<file path="src/rtl/core/brle_pkg.sv">
// ----------------------------------------------------------------------------
// brle_pkg
// Shared types and constants of the byte/pair run-length expander.
// ----------------------------------------------------------------------------
`default_nettype none

package brle_pkg;

  // configuration
  localparam int unsigned LimitW          = 19;
  localparam logic [LimitW-1:0] LimitReset = 19'h40000;

  // defaults for the top-level parameters
  localparam int unsigned BeatBytesDef      = 8;
  localparam int unsigned MaxOutputBytesDef = 262144;
  localparam int unsigned CmdDepthDef       = 4;

  // most beats one input item may produce
  localparam int unsigned MaxBeats = 64;

  // token codes
  localparam logic [7:0] TermByte = 8'hFF;
  localparam logic [7:0] TokRun   = 8'h00;
  localparam logic [7:0] TokPair  = 8'h01;

  typedef enum logic [1:0] {
    CMD_NONE,
    CMD_RUN,
    CMD_PAIR,
    CMD_STOP
  } cmd_op_e;

  // one decoded token handed from front to back
  typedef struct packed {
    cmd_op_e    op;
    logic [7:0] byte_a;
    logic [7:0] byte_b;
    logic [7:0] reps;
    logic       step_end;    // last command caused by this input byte
    logic       stream_end;  // the input byte carried the end-of-stream mark
  } cmd_t;

  typedef enum logic [1:0] {
    BK_FETCH,
    BK_EXEC,
    BK_CLOSE
  } bk_state_e;

endpackage

`default_nettype wire

</file>
<file path="src/rtl/core/byte_rle_run_expander.sv">
// ----------------------------------------------------------------------------
// byte_rle_run_expander
// Expands a byte stream of literals, byte runs and pair runs into beats.
// ----------------------------------------------------------------------------
//  channel   | handshake       | payload
//  ----------+-----------------+-------------------------------------------------
//  input     | push / full     | in_byte_i, in_last_i
//  result    | empty / pop     | out_bytes_o, out_count_o, out_beat_last_o,
//            |                 | out_finished_o
//  config    | cfg_we_i        | cfg_wdata_i (byte limit)
//
// The front takes one byte per cycle while the command queue has room; a byte
// with in_last_i holds full while the window drains.
// The back fetches a command, then expands it in slices of up to BeatBytes
// expanded bytes and hands on each full beat before the next slice; a literal
// or a byte that completes no token takes the fetch step and one slice step.
// No clearing pass after reset; the limit resets to 262144.
// Results sit in an output register, so a stalled reader only holds the back.
// ----------------------------------------------------------------------------
`default_nettype none

module byte_rle_run_expander #(
  parameter int unsigned BeatBytes      = brle_pkg::BeatBytesDef,
  parameter int unsigned MaxOutputBytes = brle_pkg::MaxOutputBytesDef,
  parameter int unsigned CmdDepth       = brle_pkg::CmdDepthDef
) (
  input  logic                        clk_i,
  input  logic                        rst_ni,
  input  logic                        push,
  output logic                        full,
  input  logic [7:0]                  in_byte_i,
  input  logic                        in_last_i,
  output logic                        empty,
  input  logic                        pop,
  output logic [63:0]                 out_bytes_o,
  output logic [3:0]                  out_count_o,
  output logic                        out_beat_last_o,
  output logic                        out_finished_o,
  input  logic                        cfg_we_i,
  input  logic [brle_pkg::LimitW-1:0] cfg_wdata_i
);
  import brle_pkg::*;

  cmd_t cmd_in, cmd_out;
  logic cmd_push, cmd_full, cmd_pop, cmd_empty;

  brle_front u_front (
    .clk_i      (clk_i),
    .rst_ni     (rst_ni),
    .push_i     (push),
    .full_o     (full),
    .in_byte_i  (in_byte_i),
    .in_last_i  (in_last_i),
    .cmd_push_o (cmd_push),
    .cmd_o      (cmd_in),
    .cmd_full_i (cmd_full)
  );

  brle_cmd_fifo #(
    .Depth (CmdDepth)
  ) u_cmd_fifo (
    .clk_i   (clk_i),
    .rst_ni  (rst_ni),
    .push_i  (cmd_push),
    .wdata_i (cmd_in),
    .full_o  (cmd_full),
    .pop_i   (cmd_pop),
    .rdata_o (cmd_out),
    .empty_o (cmd_empty)
  );

  brle_back #(
    .BeatBytes      (BeatBytes),
    .MaxOutputBytes (MaxOutputBytes)
  ) u_back (
    .clk_i           (clk_i),
    .rst_ni          (rst_ni),
    .cfg_we_i        (cfg_we_i),
    .cfg_wdata_i     (cfg_wdata_i),
    .cmd_empty_i     (cmd_empty),
    .cmd_i           (cmd_out),
    .cmd_pop_o       (cmd_pop),
    .out_pop_i       (pop),
    .out_empty_o     (empty),
    .out_bytes_o     (out_bytes_o),
    .out_count_o     (out_count_o),
    .out_beat_last_o (out_beat_last_o),
    .out_finished_o  (out_finished_o)
  );

endmodule

`default_nettype wire

</file>
<file path="src/rtl/core/brle_front.sv">
// ----------------------------------------------------------------------------
// brle_front
// Lookahead window and token classifier; queues one command per accepted byte or flush step.
// ----------------------------------------------------------------------------
`default_nettype none

module brle_front (
  input  logic           clk_i,
  input  logic           rst_ni,
  input  logic           push_i,
  output logic           full_o,
  input  logic [7:0]     in_byte_i,
  input  logic           in_last_i,
  output logic           cmd_push_o,
  output brle_pkg::cmd_t cmd_o,
  input  logic           cmd_full_i
);
  import brle_pkg::*;

  logic [3:0][7:0] win_q, win_d, src_w, win_after;
  logic [2:0]      fill_q, fill_d, src_f, fill_after, cons;
  logic            flush_q, flush_d;
  logic            accept, advance, end_mode, decode, term, clear, step_end;

  assign full_o     = flush_q | cmd_full_i;
  assign accept     = push_i & ~full_o;
  // while flushing, one window token leaves per cycle unless the command queue is full
  assign advance    = accept | (flush_q & ~cmd_full_i);
  assign cmd_push_o = advance;

  always_comb begin
    src_w = win_q;
    src_f = fill_q;
    if (!flush_q) begin
      src_w[fill_q[1:0]] = in_byte_i;
      src_f              = fill_q + 3'd1;
    end
  end

  assign end_mode = flush_q | in_last_i;
  assign decode   = end_mode | (src_f == 3'd4);
  assign term     = (src_f == 3'd4) && (src_w[0] == TermByte) && (src_w[1] == TermByte) &&
                    (src_w[2] == TermByte) && (src_w[3] == TermByte);

  always_comb begin
    cmd_o.op     = CMD_NONE;
    cmd_o.byte_a = src_w[0];
    cmd_o.byte_b = src_w[2];
    cmd_o.reps   = 8'd1;
    cons         = 3'd0;
    clear        = 1'b0;
    if (decode) begin
      priority if (term) begin
        cmd_o.op = CMD_STOP;
        clear    = 1'b1;
      end else if (src_w[0] == TokRun) begin
        if (src_f < 3'd3) begin
          clear = 1'b1;
        end else begin
          cmd_o.op     = CMD_RUN;
          cmd_o.byte_a = src_w[1];
          cmd_o.reps   = src_w[2];
          cons         = 3'd3;
        end
      end else if (src_w[0] == TokPair) begin
        if (src_f < 3'd4) begin
          clear = 1'b1;
        end else begin
          cmd_o.op     = CMD_PAIR;
          cmd_o.byte_a = src_w[1];
          cmd_o.byte_b = src_w[2];
          cmd_o.reps   = src_w[3];
          cons         = 3'd4;
        end
      end else begin
        // literal: a run of one
        cmd_o.op = CMD_RUN;
        cons     = 3'd1;
      end
    end
    cmd_o.stream_end = end_mode;
    // a truncated token drops the rest of the window
    cmd_o.step_end   = ~end_mode | clear | (src_f == cons);
  end

  assign fill_after = clear ? 3'd0 : (src_f - cons);
  assign win_after  = src_w >> {cons, 3'b000};
  assign step_end   = cmd_o.step_end;

  always_comb begin
    win_d   = win_q;
    fill_d  = fill_q;
    flush_d = flush_q;
    if (advance) begin
      win_d   = win_after;
      fill_d  = fill_after;
      flush_d = end_mode & ~step_end;
    end
  end

  always_ff @(posedge clk_i or negedge rst_ni) begin
    if (!rst_ni) begin
      win_q   <= '0;
      fill_q  <= '0;
      flush_q <= 1'b0;
    end else begin
      win_q   <= win_d;
      fill_q  <= fill_d;
      flush_q <= flush_d;
    end
  end

endmodule

`default_nettype wire

</file>
<file path="src/rtl/core/brle_cmd_fifo.sv">
// ----------------------------------------------------------------------------
// brle_cmd_fifo
// Short command queue between front and back.
// ----------------------------------------------------------------------------
`default_nettype none

module brle_cmd_fifo #(
  parameter int unsigned Depth = brle_pkg::CmdDepthDef
) (
  input  logic           clk_i,
  input  logic           rst_ni,
  input  logic           push_i,
  input  brle_pkg::cmd_t wdata_i,
  output logic           full_o,
  input  logic           pop_i,
  output brle_pkg::cmd_t rdata_o,
  output logic           empty_o
);
  import brle_pkg::*;

  localparam int unsigned PtrW = (Depth > 1) ? $clog2(Depth) : 1;
  localparam int unsigned CntW = $clog2(Depth + 1);
  localparam logic [PtrW-1:0] PtrLast = PtrW'(Depth - 1);
  localparam logic [CntW-1:0] CntFull = CntW'(Depth);

  cmd_t            mem_q [Depth];
  logic [PtrW-1:0] wr_q, wr_d, rd_q, rd_d;
  logic [CntW-1:0] cnt_q, cnt_d;
  logic            do_push, do_pop;

  assign full_o  = (cnt_q == CntFull);
  assign empty_o = (cnt_q == '0);
  assign rdata_o = mem_q[rd_q];
  assign do_push = push_i & ~full_o;
  assign do_pop  = pop_i & ~empty_o;

  always_comb begin
    wr_d  = wr_q;
    rd_d  = rd_q;
    cnt_d = cnt_q;
    if (do_push) begin
      wr_d = (wr_q == PtrLast) ? '0 : wr_q + PtrW'(1);
    end
    if (do_pop) begin
      rd_d = (rd_q == PtrLast) ? '0 : rd_q + PtrW'(1);
    end
    if (do_push && !do_pop) begin
      cnt_d = cnt_q + CntW'(1);
    end else if (do_pop && !do_push) begin
      cnt_d = cnt_q - CntW'(1);
    end
  end

  always_ff @(posedge clk_i) begin
    if (do_push) begin
      mem_q[wr_q] <= wdata_i;
    end
  end

  always_ff @(posedge clk_i or negedge rst_ni) begin
    if (!rst_ni) begin
      wr_q  <= '0;
      rd_q  <= '0;
      cnt_q <= '0;
    end else begin
      wr_q  <= wr_d;
      rd_q  <= rd_d;
      cnt_q <= cnt_d;
    end
  end

endmodule

`default_nettype wire

</file>
<file path="src/rtl/core/brle_back.sv">
// ----------------------------------------------------------------------------
// brle_back
// Run expansion, beat packing, byte limit and stop handling.
// ----------------------------------------------------------------------------
`default_nettype none

module brle_back #(
  parameter int unsigned BeatBytes      = brle_pkg::BeatBytesDef,
  parameter int unsigned MaxOutputBytes = brle_pkg::MaxOutputBytesDef
) (
  input  logic                          clk_i,
  input  logic                          rst_ni,
  input  logic                          cfg_we_i,
  input  logic [brle_pkg::LimitW-1:0]   cfg_wdata_i,
  input  logic                          cmd_empty_i,
  input  brle_pkg::cmd_t                cmd_i,
  output logic                          cmd_pop_o,
  input  logic                          out_pop_i,
  output logic                          out_empty_o,
  output logic [63:0]                   out_bytes_o,
  output logic [3:0]                    out_count_o,
  output logic                          out_beat_last_o,
  output logic                          out_finished_o
);
  import brle_pkg::*;

  localparam int unsigned Cap      = MaxBeats * BeatBytes;
  localparam int unsigned CapW     = $clog2(Cap + 1);
  localparam int unsigned LimTop   = (1 << LimitW) - 1;
  localparam int unsigned LimClamp = (MaxOutputBytes < LimTop) ? MaxOutputBytes : LimTop;
  localparam logic [LimitW-1:0] LimClampVal = LimitW'(LimClamp);
  localparam logic [CapW-1:0]   CapVal      = CapW'(Cap);
  localparam logic [3:0]        BeatCnt     = 4'(BeatBytes);

  bk_state_e         state_q, state_d;
  logic [LimitW-1:0] limit_q, written_q, written_d, eff_lim;
  logic              stopped_q, stopped_d, done_q, done_d;
  logic [8:0]        rem_q, rem_d;
  logic [7:0]        byte_a_q, byte_a_d, byte_b_q, byte_b_d;
  logic              pair_q, pair_d, phase_q, phase_d, tok_q, tok_d;
  logic              end_q, end_d, last_q, last_d;
  logic [63:0]       beat_q, beat_d;
  logic [3:0]        cnt_q, cnt_d;
  logic [CapW-1:0]   stepcnt_q, stepcnt_d;

  logic [63:0]       out_bytes_q, out_bytes_d;
  logic [3:0]        out_count_q, out_count_d;
  logic              out_last_q, out_last_d, out_fin_q, out_fin_d, out_valid_q, out_valid_d;

  logic [LimitW-1:0] room_lim, written_post;
  logic [CapW-1:0]   room_cap;
  logic [3:0]        free, take, cnt_post;
  logic [8:0]        rem_after;
  logic [63:0]       beat_post;
  logic              act_drop, act_emit, act_take, lim_hit;
  logic              stop_fin, need_close, cmd_done, out_free, cmd_tok;

  assign eff_lim  = (limit_q > LimClampVal) ? LimClampVal : limit_q;
  assign out_free = ~out_valid_q | out_pop_i;
  assign cmd_tok  = (cmd_i.op == CMD_RUN) || (cmd_i.op == CMD_PAIR);

  // one slice of run expansion per cycle while the beat is not full, up to the free room of the beat
  always_comb begin
    logic [3:0] pos;
    pos      = '0;
    room_lim = eff_lim - written_q;
    room_cap = CapVal - stepcnt_q;
    free     = BeatCnt - cnt_q;
    act_drop = (rem_q != '0) && (room_cap == '0);
    act_emit = (rem_q != '0) && (room_cap != '0) && (cnt_q == BeatCnt);
    act_take = (rem_q != '0) && (room_cap != '0) && (cnt_q != BeatCnt);

    take = free;
    if (9'(take) > rem_q) begin
      take = rem_q[3:0];
    end
    if (LimitW'(take) > room_lim) begin
      take = room_lim[3:0];
    end
    if (CapW'(take) > room_cap) begin
      take = room_cap[3:0];
    end

    beat_post = beat_q;
    if (act_take) begin
      for (int p = 0; p < BeatBytes; p++) begin
        pos = 4'(p);
        if (pos >= cnt_q && pos < cnt_q + take) begin
          beat_post[8*p +: 8] = (pair_q && (phase_q ^ pos[0] ^ cnt_q[0])) ? byte_b_q
                                                                          : byte_a_q;
        end
      end
    end

    lim_hit      = act_take && (LimitW'(take) == room_lim);
    cnt_post     = act_take ? cnt_q + take : cnt_q;
    written_post = act_take ? written_q + LimitW'(take) : written_q;
    if (act_drop || lim_hit) begin
      rem_after = '0;
    end else if (act_take) begin
      rem_after = rem_q - 9'(take);
    end else begin
      rem_after = rem_q;
    end

    cmd_done   = (rem_after == '0);
    stop_fin   = stopped_q | lim_hit | (tok_q & (written_post >= eff_lim)) | (end_q & last_q);
    need_close = end_q & ((cnt_post != '0) | stop_fin);
  end

  // next state
  always_comb begin
    state_d = state_q;
    unique case (state_q)
      BK_FETCH: begin
        if (!cmd_empty_i && !done_q) begin
          if (!stopped_q) begin
            state_d = BK_EXEC;
          end else if (cmd_i.step_end) begin
            state_d = BK_CLOSE;
          end
        end
      end
      BK_EXEC: begin
        if (cmd_done) begin
          state_d = (need_close && !out_free) ? BK_CLOSE : BK_FETCH;
        end
      end
      BK_CLOSE: begin
        if (out_free) begin
          state_d = BK_FETCH;
        end
      end
      default: state_d = BK_FETCH;
    endcase
  end

  // datapath and outputs
  always_comb begin
    cmd_pop_o   = 1'b0;
    written_d   = written_q;
    stopped_d   = stopped_q;
    done_d      = done_q;
    rem_d       = rem_q;
    byte_a_d    = byte_a_q;
    byte_b_d    = byte_b_q;
    pair_d      = pair_q;
    phase_d     = phase_q;
    tok_d       = tok_q;
    end_d       = end_q;
    last_d      = last_q;
    beat_d      = beat_q;
    cnt_d       = cnt_q;
    stepcnt_d   = stepcnt_q;
    out_bytes_d = out_bytes_q;
    out_count_d = out_count_q;
    out_last_d  = out_last_q;
    out_fin_d   = out_fin_q;
    out_valid_d = out_valid_q & ~out_pop_i;

    unique case (state_q)
      BK_FETCH: begin
        if (!cmd_empty_i) begin
          cmd_pop_o = 1'b1;
          if (!done_q) begin
            if (stopped_q) begin
              // rest of the stopping item is skipped
              if (cmd_i.step_end) begin
                stepcnt_d = '0;
              end
            end else begin
              byte_a_d = cmd_i.byte_a;
              byte_b_d = cmd_i.byte_b;
              pair_d   = (cmd_i.op == CMD_PAIR);
              phase_d  = 1'b0;
              tok_d    = cmd_tok;
              end_d    = cmd_i.step_end;
              last_d   = cmd_i.stream_end;
              unique case (cmd_i.op)
                CMD_RUN:  rem_d = {1'b0, cmd_i.reps};
                CMD_PAIR: rem_d = {cmd_i.reps, 1'b0};
                CMD_NONE: rem_d = '0;
                CMD_STOP: rem_d = '0;
              endcase
              if (cmd_i.op == CMD_STOP) begin
                stopped_d = 1'b1;
              end
              // limit check ahead of every token
              if (cmd_tok && (written_q >= eff_lim)) begin
                stopped_d = 1'b1;
                rem_d     = '0;
              end
            end
          end
        end
      end
      BK_EXEC: begin
        if (act_emit && out_free) begin
          out_bytes_d = beat_q;
          out_count_d = cnt_q;
          out_last_d  = 1'b0;
          out_fin_d   = 1'b0;
          out_valid_d = 1'b1;
          beat_d      = '0;
          cnt_d       = '0;
        end
        if (act_take) begin
          beat_d    = beat_post;
          cnt_d     = cnt_post;
          written_d = written_post;
          stepcnt_d = stepcnt_q + CapW'(take);
          phase_d   = phase_q ^ take[0];
        end
        rem_d = rem_after;
        if (cmd_done) begin
          stopped_d = stop_fin;
          if (end_q) begin
            stepcnt_d = '0;
            if (need_close && out_free) begin
              out_bytes_d = beat_post;
              out_count_d = cnt_post;
              out_last_d  = 1'b1;
              out_fin_d   = stop_fin;
              out_valid_d = 1'b1;
              beat_d      = '0;
              cnt_d       = '0;
              done_d      = stop_fin;
            end
          end
        end
      end
      BK_CLOSE: begin
        if (out_free) begin
          out_bytes_d = beat_q;
          out_count_d = cnt_q;
          out_last_d  = 1'b1;
          out_fin_d   = stopped_q;
          out_valid_d = 1'b1;
          beat_d      = '0;
          cnt_d       = '0;
          done_d      = stopped_q;
        end
      end
      default: ;
    endcase
  end

  assign out_empty_o     = ~out_valid_q;
  assign out_bytes_o     = out_bytes_q;
  assign out_count_o     = out_count_q;
  assign out_beat_last_o = out_last_q;
  assign out_finished_o  = out_fin_q;

  always_ff @(posedge clk_i) begin
    byte_a_q    <= byte_a_d;
    byte_b_q    <= byte_b_d;
    pair_q      <= pair_d;
    phase_q     <= phase_d;
    tok_q       <= tok_d;
    end_q       <= end_d;
    last_q      <= last_d;
    out_bytes_q <= out_bytes_d;
    out_count_q <= out_count_d;
    out_last_q  <= out_last_d;
    out_fin_q   <= out_fin_d;
  end

  always_ff @(posedge clk_i or negedge rst_ni) begin
    if (!rst_ni) begin
      state_q     <= BK_FETCH;
      limit_q     <= LimitReset;
      written_q   <= '0;
      stopped_q   <= 1'b0;
      done_q      <= 1'b0;
      rem_q       <= '0;
      beat_q      <= '0;
      cnt_q       <= '0;
      stepcnt_q   <= '0;
      out_valid_q <= 1'b0;
    end else begin
      state_q     <= state_d;
      limit_q     <= cfg_we_i ? cfg_wdata_i : limit_q;
      written_q   <= written_d;
      stopped_q   <= stopped_d;
      done_q      <= done_d;
      rem_q       <= rem_d;
      beat_q      <= beat_d;
      cnt_q       <= cnt_d;
      stepcnt_q   <= stepcnt_d;
      out_valid_q <= out_valid_d;
    end
  end

endmodule

`default_nettype wire

</file>
<file path="config.mk">
export PLATFORM = sky130hd
export DESIGN_NAME = byte_rle_run_expander
export DESIGN_NICKNAME = d
export VERILOG_FILES = /design/src/rtl/core/brle_pkg.sv /design/src/rtl/core/byte_rle_run_expander.sv /design/src/rtl/core/brle_front.sv /design/src/rtl/core/brle_cmd_fifo.sv /design/src/rtl/core/brle_back.sv
export SDC_FILE = /design/constraint.sdc
export NUM_CORES = 1
export LEC_CHECK = 0
export ABC_CLOCK_PERIOD_IN_PS = 28000
export CAP_MARGIN = 20
export CORE_MARGIN = 1
export CORE_UTILIZATION = 48
export DETAILED_ROUTE_END_ITERATION = 7
export DONT_BUFFER_PORTS = 1
export GPL_TIMING_DRIVEN = 0
export SLEW_MARGIN = 20
export SYNTH_ARGS = -nofsm -noshare
export SYNTH_HDL_FRONTEND = slang
export SYNTH_SLANG_ARGS = --single-unit
export TNS_END_PERCENT = 10
</file>
<file path="constraint.sdc">
create_clock -name clk_i -period 28 [get_ports clk_i]
set_input_delay 5.6 -clock clk_i [delete_from_list [all_inputs] [get_ports clk_i]]
set_output_delay 5.6 -clock clk_i [all_outputs]
set_load 0.005 [all_outputs]
</file>
# [Word-level counts from Yosys, hierarchy flattened]
# Memory sizes are Yosys's and may differ from the RTL's.
# Index checks and enable logic that the tools add are counted.
[word_totals] register_bits=264 latchBits=0 mem_bits_rw=112 mem_bits_ro=0 input_bits=33 output_inout_bits=72 wordCells=327 n_memories=1
[classes] add_sub_neg=13 multipliers=0 div=0 magnitude_cmp=26 eq_ne=30 n_shift=1 mux=137 n_bitwise=33 n_reduce_logical=56
[mem_list] name="u_cmd_fifo.mem_q" words=4 width=28 read_ports=1 rd_clocked_by_memory_dff=0 write_ports=1 line_no="brle_cmd_fifo.sv:26" text="cmd_t mem_q [Depth];"
[op_table] cell="$mux W64" n=12
[op_table] cell="$pmux W64 S2" n=2
[op_table] cell="$mux W8" n=14
[op_table] cell="$mux W10" n=8
[op_table] cell="$mux W9" n=7
[op_table] cell="$mux W4" n=15
[op_table] cell="$mux W26" n=2
[op_table] cell="$mux W24" n=2
[op_table] cell="$ge A19 B19 Y1" n=2
[op_table] cell="$mux W1" n=38
[op_table] cell="$mux W19" n=2
[op_table] cell="$bwmux W32" n=1
[op_table] cell="$eq A8 B8 Y1 const B" n=4
[op_table] cell="$mux W32" n=1
[op_table] cell="$shr A32 B6 Y32" n=1
[op_table] cell="$logic_and A1 B1 Y1" n=27
[op_table] cell="$mux W3" n=9
[op_table] cell="$pmux W9 S3" n=1
[op_table] cell="$mux W2" n=11
[op_table] cell="$pmux W10 S2" n=1
[op_table] cell="$add A19 B4 Y19" n=1
[op_table] cell="$eq A4 B19 Y1" n=1
[op_table] cell="$gt A19 B19 Y1 const B" n=1
[op_table] cell="$gt A4 B19 Y1" n=1
[op_table] cell="56 further kinds" n=132

# [Depth between registers and ports, before layout]
# Gate-level depths: netlist (run 1).
[logic_depth] word_depth=20 depth_mapped=48

# [Modules after synthesis]
# Synthesis (run 1) repeated with hierarchy kept, for this count alone.
[unflattened] hier_cells=2200 area_unflattened_um2=23084.6
[by_module_without_submodules] mod="brle_back" n_inst=1 cells_per_inst=1580 area_per_inst_um2=15165.8 seq_area_each_um2=5987.0
[by_module_without_submodules] mod="brle_cmd_fifo" n_inst=1 cells_per_inst=183 area_per_inst_um2=4469.3 seq_area_each_um2=3538.4
[by_module_without_submodules] mod="brle_front" n_inst=1 cells_per_inst=437 area_per_inst_um2=3449.6 seq_area_each_um2=900.9

# [Worst setup path after synthesis (run 1)]
# Ideal clock, no wire load.
[synth_path] path_type="register to register" startpoint="register u_back.limit_q[0]" endpoint="register u_back.out_count_q[3], in the netlist u_back.out_count_o[3] (data pin)" setup_ns=0.180 t_arrival_ns=9.859 slack_ns=17.961 stages_incl_launch_ff=46 n_path_buf=4 path_cell_list="dfrtp_1 > or4_1 > o41ai_1 > nand2_1 > inv_1 > ha_1 > clkbuf_1 > a21oi_1 > o22ai_1 > o21ai_0 > a21boi_0 > or3_1 > a211oi_4 > nand3_2 > mux2_2 > ha_1 > nand2b_1 > a21oi_1 > [... 10 more ...] > and3_1 > and3_1 > and3_1 > and3_1 > and3_1 > nand3_1 > xnor2_1 > ha_1 > nor2b_1 > o21ai_0 > o311ai_0 > a31oi_1 > o211ai_4 > nand2_2 > buf_2 > buf_2 > nor3_1 > a221oi_1"
[synth_between] elab_chain_cells=20
[synth_lines] item="from (decl)" line_no="brle_back.sv:36" text="logic [LimitW-1:0] limit_q, written_q, written_d, eff_lim;"
[synth_lines] item="from (signal assigned)" line_no="brle_back.sv:271" text="limit_q <= LimitReset;"
[synth_lines] item="from (signal assigned)" line_no="brle_back.sv:282" text="limit_q <= cfg_we_i ? cfg_wdata_i : limit_q;"
[synth_lines] item="$gt A19 B19 Y1" line_no="brle_back.sv:58" text="assign eff_lim = (limit_q > LimClampVal) ? LimClampVal : limit_q;"
[synth_lines] item="$mux W19 (*)" line_no="brle_back.sv:58"
[synth_lines] item="$sub A19 B19 Y19 (*)" line_no="brle_back.sv:66" text="room_lim = eff_lim - written_q;"
[synth_lines] item="$gt A4 B19 Y1" line_no="brle_back.sv:77" text="if (LimitW'(take) > room_lim) begin"
[synth_lines] item="$mux W4 (*)" line_no="brle_back.sv:77"
[synth_lines] item="$gt A4 B10 Y1" line_no="brle_back.sv:80" text="if (CapW'(take) > room_cap) begin"
[synth_lines] item="$mux W4 (*)" line_no="brle_back.sv:80"
[synth_lines] item="$add A19 B4 Y19 (*)" line_no="brle_back.sv:97" text="written_post = act_take ? written_q + LimitW'(take) : written_q;"
[synth_lines] item="[... 1 more ...]"
[synth_lines] item="net u_back.written_post[18]" line_no="brle_back.sv:50" text="logic [LimitW-1:0] room_lim, written_post;"
[synth_lines] item="[... 4 more ...]"
[synth_lines] item="$or A1 B1 Y1 (*)" line_no="brle_back.sv:108" text="need_close = end_q & ((cnt_post != '0) | stop_fin);"
[synth_lines] item="$and A1 B1 Y1 (*)" line_no="brle_back.sv:108"
[synth_lines] item="$logic_and A1 B1 Y1 (*)" line_no="brle_back.sv:219" text="if (need_close && out_free) begin"
[synth_lines] item="$mux W4 (*)" line_no="brle_back.sv:219"
[synth_lines] item="$mux W4 (*)" line_no="brle_back.sv:217" text="if (end_q) begin"
[synth_lines] item="$mux W4 (*)" line_no="brle_back.sv:215" text="if (cmd_done) begin"
[synth_lines] item="$pmux W4 S2 (*)" line_no="brle_back.sv:161" text="unique case (state_q)"
[synth_lines] item="net u_back.out_count_d[3]" line_no="brle_back.sv:47" text="logic [3:0] out_count_q, out_count_d;"
[synth_lines] item="to (signal assigned)" line_no="brle_back.sv:263" text="out_count_q <= out_count_d;"
[synth_lines] item="to (decl)" line_no="brle_back.sv:47"
# Mark *: on every way through the listed nets, which the timed path passes. The rest lies on a longest branch.
# A chain may end at the register's enable or synchronous reset.

# [Worst setup path in the final report (run 1)]
[layout_path] startpoint="register u_back.limit_q[0]" endpoint="register u_back.out_bytes_q[9], in the netlist u_back.out_bytes_o[9] (data pin)"
[layout_between] elab_chain_cells=20
[layout_lines] item="$gt A19 B19 Y1" line_no="brle_back.sv:58"
[layout_lines] item="$mux W19 (*)" line_no="brle_back.sv:58"
[layout_lines] item="$sub A19 B19 Y19 (*)" line_no="brle_back.sv:66"
[layout_lines] item="$gt A4 B19 Y1" line_no="brle_back.sv:77"
[layout_lines] item="$mux W4 (*)" line_no="brle_back.sv:77"
[layout_lines] item="$gt A4 B10 Y1" line_no="brle_back.sv:80"
[layout_lines] item="$mux W4 (*)" line_no="brle_back.sv:80"
[layout_lines] item="$add A19 B4 Y19 (*)" line_no="brle_back.sv:97"
[layout_lines] item="[... 1 more ...]"
[layout_lines] item="net u_back.written_post[14]" line_no="brle_back.sv:50"
[layout_lines] item="[... 4 more ...]"
[layout_lines] item="$or A1 B1 Y1 (*)" line_no="brle_back.sv:108"
[layout_lines] item="$and A1 B1 Y1 (*)" line_no="brle_back.sv:108"
[layout_lines] item="$logic_and A1 B1 Y1 (*)" line_no="brle_back.sv:219"
[layout_lines] item="$mux W64 (*)" line_no="brle_back.sv:219"
[layout_lines] item="$mux W64 (*)" line_no="brle_back.sv:217"
[layout_lines] item="$mux W64 (*)" line_no="brle_back.sv:215"
[layout_lines] item="$pmux W64 S2 (*)" line_no="brle_back.sv:161"
[layout_lines] item="net u_back.out_bytes_d[9]" line_no="brle_back.sv:46" text="logic [63:0] out_bytes_q, out_bytes_d;"
[layout_lines] item="to (signal assigned)" line_no="brle_back.sv:262" text="out_bytes_q <= out_bytes_d;"
[layout_lines] item="to (decl)" line_no="brle_back.sv:46"
# Marks and branches as above.

==> results.sh, run 1 <==
export IMPL_grt_max_degree=174
export IMPL_n_antenna_cell=0
export IMPL_insertion_delay_ns=0.57
export IMPL_root_buffer="clkbuf_16"
export IMPL_combPwrFrac=0.549
export IMPL_clock_sinks=376
export IMPL_crit_fanout=10
export IMPL_cp_data_arrival_time_ns=13.34
export IMPL_synth_ff_latch_count=376
export IMPL_fmax_ghz=0.0764
export IMPL_vdd_drop_max_mv=0.0811
export IMPL_rsz0062_at_grt="no"
export IMPL_core_region_area_um2=43500
export IMPL_finalSetupViolCount=0
export IMPL_holdCritPathClass="reg2reg"
export IMPL_syn_area_per_cell_um2=11.1
export IMPL_ys_warn_count=0
export IMPL_period_share=0.468
export IMPL_async_reset_ff_frac=0.460
export IMPL_grt_pass1_vias=15600
export IMPL_skew_ns=0.0214
export IMPL_finalPower_w=0.00335
export IMPL_routed_wl_mm=56.8
export IMPL_switchingPower_w=0.00148
export IMPL_p_leak_nw=9.56
export IMPL_clkPwrFrac=0.163
export IMPL_cellPowerDensity_nw_per_um2=142
export IMPL_grtUsageTotal=0.255
export IMPL_start_util=0.491
export IMPL_status="finished clean"
export IMPL_netlist_instances=1920
export IMPL_drc=0
export IMPL_drive_gt1_frac=0.110
export IMPL_drv_slew=0
export IMPL_critPathRequiredTime_ns=28.25
export IMPL_cts_htree_levels=2
export IMPL_synth_top_area_frac=0.286
export IMPL_syn_area_um2=21300
export IMPL_hold_buffers=0
export IMPL_p_sw_frac=0.442
export IMPL_routed_via_count=15700
export IMPL_detailed_place_hpwl_mm=41.0
export IMPL_yosys_cell_types_count=89
export IMPL_port_buffers=0
export IMPL_crit_buf_inv=5
export IMPL_ios=105
export IMPL_seq_power_share=0.288
export IMPL_grt_first_pass_wirelength_mm=89.5
export IMPL_yosysTopAreaCell="edfxtp_1"
export IMPL_max_stage_delay_ns=0.86
export IMPL_die_w_um=213
export IMPL_p_int_w=0.00187
export IMPL_die_area_um2=45300
export IMPL_hold_violations=0
export IMPL_grt_overflow_total=0
export IMPL_crit_slowest_cell="o311ai_0"
export IMPL_setup_worst_path_class="reg2reg"
export IMPL_maxCapViolations=0
export IMPL_yosys_top_cells_area="edfxtp_1 (29%), dfrtp_1 (20%), ha_1 (5.2%)"
export IMPL_wl_per_cell_um=21.9
export IMPL_start_kind="flip-flop"
export IMPL_areaGrowthSynthToFinish_pct=10.6
export IMPL_tns_ns=0
export IMPL_cts_buffers=42
export IMPL_path_delay_family="compound AO/OA/AOI/OAI gates"
export IMPL_fin_crit_ns=13.09
export IMPL_timing_slew_headroom=0.267
export IMPL_synthFlopType="edfxtp_1"
export IMPL_drt_iter0_drc=1350
export IMPL_ys_seq_area_frac=0.489
export IMPL_cts_buffer_depth=3
export IMPL_fin_nets=2100
export IMPL_tightest_slew_ns=1.07
export IMPL_ant_nets=0
export IMPL_cts_tree="built"
export IMPL_drt_first_pass_iters=5
export IMPL_synth_edf_count=203
export IMPL_gp_congestion=0.923
export IMPL_end_kind="flip-flop"
export IMPL_antenna_found_initial=0
export IMPL_cts_resized=0
export IMPL_path_clk_slew_ns=0.06
export IMPL_die_h_um=213
export IMPL_postCtsSetupBuffers=0
export IMPL_viasPerCell=6.06
export IMPL_rows=76
export IMPL_synth_nets=2048
state kept, by name, summed over array words and instances, names as in the netlist, 9 cells and up:
register,count
u_back.out_bytes_o,64
u_cmd_fifo.mem_q,112
u_front.win_q,32
u_back.rem_q,9
u_back.written_q,19
u_back.stepcnt_q,10
u_back.limit_q,19
u_back.beat_q,64
cells in the mapped netlist (24+ instances only):
cell type,instances
edfxtp_1,203
dfrtp_1,172
nand2_1,159
inv_1,145
o21ai_0,104
mux2i_1,103
nor2_1,90
ha_1,88
a21oi_1,82
clkbuf_1,63
xnor2_1,58
o2bb2ai_1,57
mux2_2,49
nor3_1,41
a21o_1,36
mux4_2,28
nand3_1,28
a22o_1,25
a31oi_1,24
per-stage QoR:
step / cell area, um^2 / util / hold WS, ns / worst slack, ns / std cells
after floorplan: 21300 / - / 0.445 / 17.96 / 1920
after global placement: 22100 / 0.507 / 0.464 / 14.35 / 2505
after detailed placement: 22200 / 0.511 / 0.462 / 15.21 / 2513
after CTS: 23600 / 0.543 / 0.477 / 15.12 / 2590
after global routing: 23600 / 0.543 / 0.499 / 14.12 / 2590
final: 23600 / 0.543 / 0.474 / 14.91 / 2590
routing by layer:
layer,wire length (um),part of all wire,track usage,up-vias
met5,0,0,0,-
met3,3670,0.065,0.0497,88
met1,25400,0.45,0.352,7780
met4,1470,0.026,0.0744,0
li1,-,-,-,7321
met2,26300,0.46,0.408,500
worst register-to-register path: cells and delay by family, from the launching register on:
kind	cells	cell delay [ns]
multiplexers	2	1.09
flip-flops	1	0.41
buffers and inverters	5	1.18
AO/OA/AOI/OAI	15	4.56
adder cells (fa/ha/maj)	5	1.38
XOR/XNOR	1	0.09
AND/OR/NAND/NOR	16	4.05
kinds of logic after synthesis:
kind of cell	count (synthesis)	share of synthesized area
adder cells (fa/ha/maj)	95	0.0582
buffers and inverters	234	0.0430
multiplexers	180	0.104
XOR/XNOR	75	0.0315
flip-flops	376	0.489
AO/OA/AOI/OAI	513	0.172
AND/OR/NAND/NOR	447	0.102
layout make-up:
| type | count | area [um^2] |
|---|---|---|
| clock inverter | 24 | 230 |
| fill | 3838 | 19900 |
| inverter | 145 | 544 |
| clock buffer | 53 | 1120 |
| tap | 585 | 732 |
| multi-input combinational | 1310 | 10000 |
| sequential | 376 | 10400 |
| buffer | 89 | 375 |
| timing repair buffer | 8 | 128 |
worst paths after layout:
check	depth (start not counted)	slack [ns]	to	start
setup / recovery	44	14.91	u_back.out_bytes_o[9]	u_back.limit_q[0]
hold / removal	2	0.47	u_front.win_q[1]	u_front.win_q[1]
setup reg to reg	44	14.91	u_back.out_bytes_o[9]	u_back.limit_q[0]
hold reg to reg	2	0.47	u_front.win_q[1]	u_front.win_q[1]
max in group asynchronous	0	22.89	u_back.beat_q[32]	rst_ni
min in group asynchronous	0	4.74	u_back.limit_q[8]	rst_ni
power by group through the flow:
stage | combinational, W | clock (W) | sequential [W]
2_1_floorplan | 0.00135 | 0 | 0.000934
4_1_cts | 0.00183 | 0.000560 | 0.000964
3_5_place_dp | 0.00182 | 0 | 0.000973
6_report | 0.00184 | 0.000547 | 0.000964
5_1_grt | 0.00201 | 0.000583 | 0.000983
3_3_place_gp | 0.00177 | 0 | 0.000976
layout by cell type, fill, tap and decap left out, types with 43 or more instances in the layout:
master     count
a21oi_1       82
mux2i_1       96
edfxtp_1     203
mux2_2        49
o2bb2ai_1     57
nand2_1      159
o21ai_0      104
clkbuf_1      71
ha_1          88
inv_1        145
dfrtp_1      172
nor2_1        90
clkbuf_16     43
xnor2_1       58
No activity file was read; power rests on OpenSTA's default activity.
==> run 2, diff against run 1 <==
- ABC_AREA: unset -> 1
- ABC_CLOCK_PERIOD_IN_PS: 28000 -> 11350
- PLACE_DENSITY: unset -> 0.65
- clock period: 28 -> 11.35 ns (I/O delays scaled with it)
==> run 2 against run 1 <==
Worst hold slack improved by 0.020 ns; synthesized cell count rose by 68%; maximum frequency up 25%; sequential share of layout area decreased by 4.4 points; register-to-register slack lost 14 ns; first-iteration DRC count rose by 40%; global-route usage up 2.8 points; cell area grew 11%; worst setup slack lost 14 ns; routed wire length up 25%.
==> results.sh, run 2 <==
export IMPL_status="finished clean"
export IMPL_synth_top_area_frac=0.258
export IMPL_cts_htree_levels=2
export IMPL_antenna_found_initial=1
export IMPL_hold_violations=0
export IMPL_largest_reg_flops=112
export IMPL_rows=81
export IMPL_cts_buffers=45
export IMPL_path_delay_family="simple AND/OR/NAND/NOR gates"
export IMPL_crit_buf_inv=10
export IMPL_timing_slew_headroom=0.156
export IMPL_skew_ns=0.0452
export IMPL_synth_compound_area_frac=0.118
export IMPL_wl_per_cell_um=17.9
export IMPL_fin_nets=3414
export IMPL_tightest_slew_ns=1.25
export IMPL_synth_ff_latch_count=376
export IMPL_start_kind="flip-flop"
export IMPL_syn_area_per_cell_um2=7.32
export IMPL_wl_met3_mm=4.62
export IMPL_min_from="u_front.win_q[4]"
export IMPL_ff_latch_area_um2=10400
export IMPL_period_share=0.925
export IMPL_die_area_um2=50200
export IMPL_async_reset_ff_frac=0.460
export IMPL_ant_nets=0
export IMPL_top_layer="met4"
export IMPL_end_kind="flip-flop"
export IMPL_yosysTopAreaCell="edfxtp_1"
export IMPL_m1WireLength_mm=29.9
export IMPL_synthTopCellsByCount="nand2_1 (1306), inv_1 (325), o21ai_0 (298)"
export IMPL_netlist_instances=3233
export IMPL_drv_slew=0
export IMPL_die_w_um=224
export IMPL_crit_cells=64
export IMPL_fin_crit_ns=10.50
export IMPL_r2r_start="u_back.cnt_q[0]"
export IMPL_synth_edf_count=203
export IMPL_rsz0062_at_grt="no"
export IMPL_port_buffers=0
export IMPL_grtUsageTotal=0.283
export IMPL_synth_top_family_by_area="simple AND/OR/NAND/NOR gates"
export IMPL_ff2ff_path_depth=64
export IMPL_root_buffer="clkbuf_16"
export IMPL_setup_worst_path_class="reg2reg"
export IMPL_synthFlopType="edfxtp_1"
export IMPL_crit_slowest_cell="dfrtp_1"
export IMPL_core_region_area_um2=48700
export IMPL_fmax_ghz=0.0953
export IMPL_drc=0
export IMPL_die_h_um=224
export IMPL_max_stage_delay_ns=0.51
export IMPL_fillers=4612
export IMPL_regMostFlops="u_cmd_fifo.mem_q"
export IMPL_yosys_top_cells_area="edfxtp_1 (26%), nand2_1 (21%), dfrtp_1 (18%)"
export IMPL_synth_simple_area_share=0.293
export IMPL_ys_seq_area_frac=0.441
export IMPL_grt_max_degree=174
export IMPL_clock_sinks=376
export IMPL_wl_met2_mm=33.3
export IMPL_worst_slack_ns=0.851
export IMPL_insertion_delay_ns=0.62
export IMPL_min_to="u_front.win_q[4]"
export IMPL_finalSetupViolCount=0
export IMPL_syn_area_um2=23700
export IMPL_ys_warn_count=0
export IMPL_final_cell_mix="nand2_1 (1305), inv_1 (322), o21ai_0 (294), edfxtp_1 (203), nand3_1 (185)"
export IMPL_ios=105
export IMPL_yosysMostFrequentCell="nand2_1"
export IMPL_maxCapViolations=0
export IMPL_routed_wl_mm=71.2
export IMPL_muxShareOfSynthArea=0.000899
export IMPL_multi_input_area_um2=11400
export IMPL_grt_pass1_vias=20700
export IMPL_synthAdderAreaFrac=0.0524
export IMPL_r2r_setup_slack_ns=0.85
export IMPL_holdCritPathClass="reg2reg"
export IMPL_cp_data_arrival_time_ns=10.86
export IMPL_synth_nets=3361
export IMPL_cts_buffer_depth=3
export IMPL_areaGrowthSynthToFinish_pct=10.7
export IMPL_drt_first_pass_iters=6
export IMPL_hold_path_depth=2
export IMPL_cts_tree="built"
export IMPL_grt_first_pass_wirelength_mm=112
export IMPL_drive_gt1_frac=0.0500
export IMPL_start_util=0.486
export IMPL_critPathRequiredTime_ns=11.71
export IMPL_yosys_cell_types_count=62
export IMPL_regToRegEndpoint="u_back.out_bytes_o[41]"
export IMPL_synth_xor_area_share=0.0144
export IMPL_detailed_place_hpwl_mm=52.5
export IMPL_crit_fanout=10
export IMPL_path_clk_slew_ns=0.06
export IMPL_cp_common_cell="nand2_1"
export IMPL_drt_iter0_drc=1892
export IMPL_dp_slack_ns=0.114
export IMPL_routed_via_count=21800
export IMPL_tns_ns=0
export IMPL_gp_congestion=0.970
export IMPL_hold_buffers=0
export IMPL_grt_overflow_total=0
export IMPL_final_common_cell="nand2_1"
export IMPL_viasPerCell=5.46
==> run 2: final cells by class <==
type	count	area share
Antenna cell	1	0.0000955
Buffer	142	0.0234
Clock buffer	68	0.0478
Clock inverter	16	0.00879
Inverter	345	0.0495
Multi-Input combinational cell	2369	0.435
Sequential cell	376	0.398
Tap cell	664	0.0317
Timing Repair Buffer	7	0.00545
==> run 2: worst max-delay path by stage <==
stage	to	slack, ns	from
after floorplan	u_back.out_bytes_o[35]	2.94	u_back.limit_q[4]
after global placement	u_back.out_bytes_o[35]	0.13	u_back.limit_q[4]
after detailed placement	u_back.out_bytes_o[47]	0.11	u_back.limit_q[4]
after CTS	u_back.out_bytes_o[41]	0.05	u_back.limit_q[4]
after global routing	u_back.out_bytes_o[41]	0.01	u_back.cnt_q[0]
final	u_back.out_bytes_o[41]	0.85	u_back.cnt_q[0]
==> run 2: stage by stage <==
stage / instance area (um^2) / utilization / hold slack, ns / instances
final: 26200 / 0.537 / 0.494 / 3988
after global routing: 26200 / 0.537 / 0.515 / 3987
after CTS: 26200 / 0.537 / 0.494 / 3987
after detailed placement: 24700 / 0.506 / 0.482 / 3903
after global placement: 24500 / 0.503 / 0.477 / 3897
after floorplan: 23700 / - / 0.459 / 3233
==> run 2: what timing repair did <==
action,in CTS,in global routing
resized for setup,0,17
setup endpoints to repair,0,140
hold endpoints to repair,0,0
setup buffers,0,0
==> run 2: logic make-up after synthesis <==
group | after synthesis
muxes | 2
DFF | 376
xor gates and xnor gates | 39
buffers and inverters | 488
AOI/OAI and AO/OA | 507
and+or+nand+nor | 1726
adders and majority gates | 95
==> run 2: per-layer routing <==
metal,vias up,global-route usage
met4,0,0.132
li1,10600,-
met1,10100,0.359
met2,838,0.474
met3,172,0.0441
met5,-,0
==> run 2: worst register-to-register path, delay by kind of cell (launching register included) <==
family	cells	cell delay [ns]
AOI/OAI and AO/OA	13	2.43
buffers and inverters	10	1.25
and+or+nand+nor	34	3.91
adders and majority gates	6	1.93
DFF	1	0.51
xor gates and xnor gates	1	0.23
Power of run 2 is not shown: default switching activity piles up to over one toggle a cycle in this logic, so the estimate is an artifact.
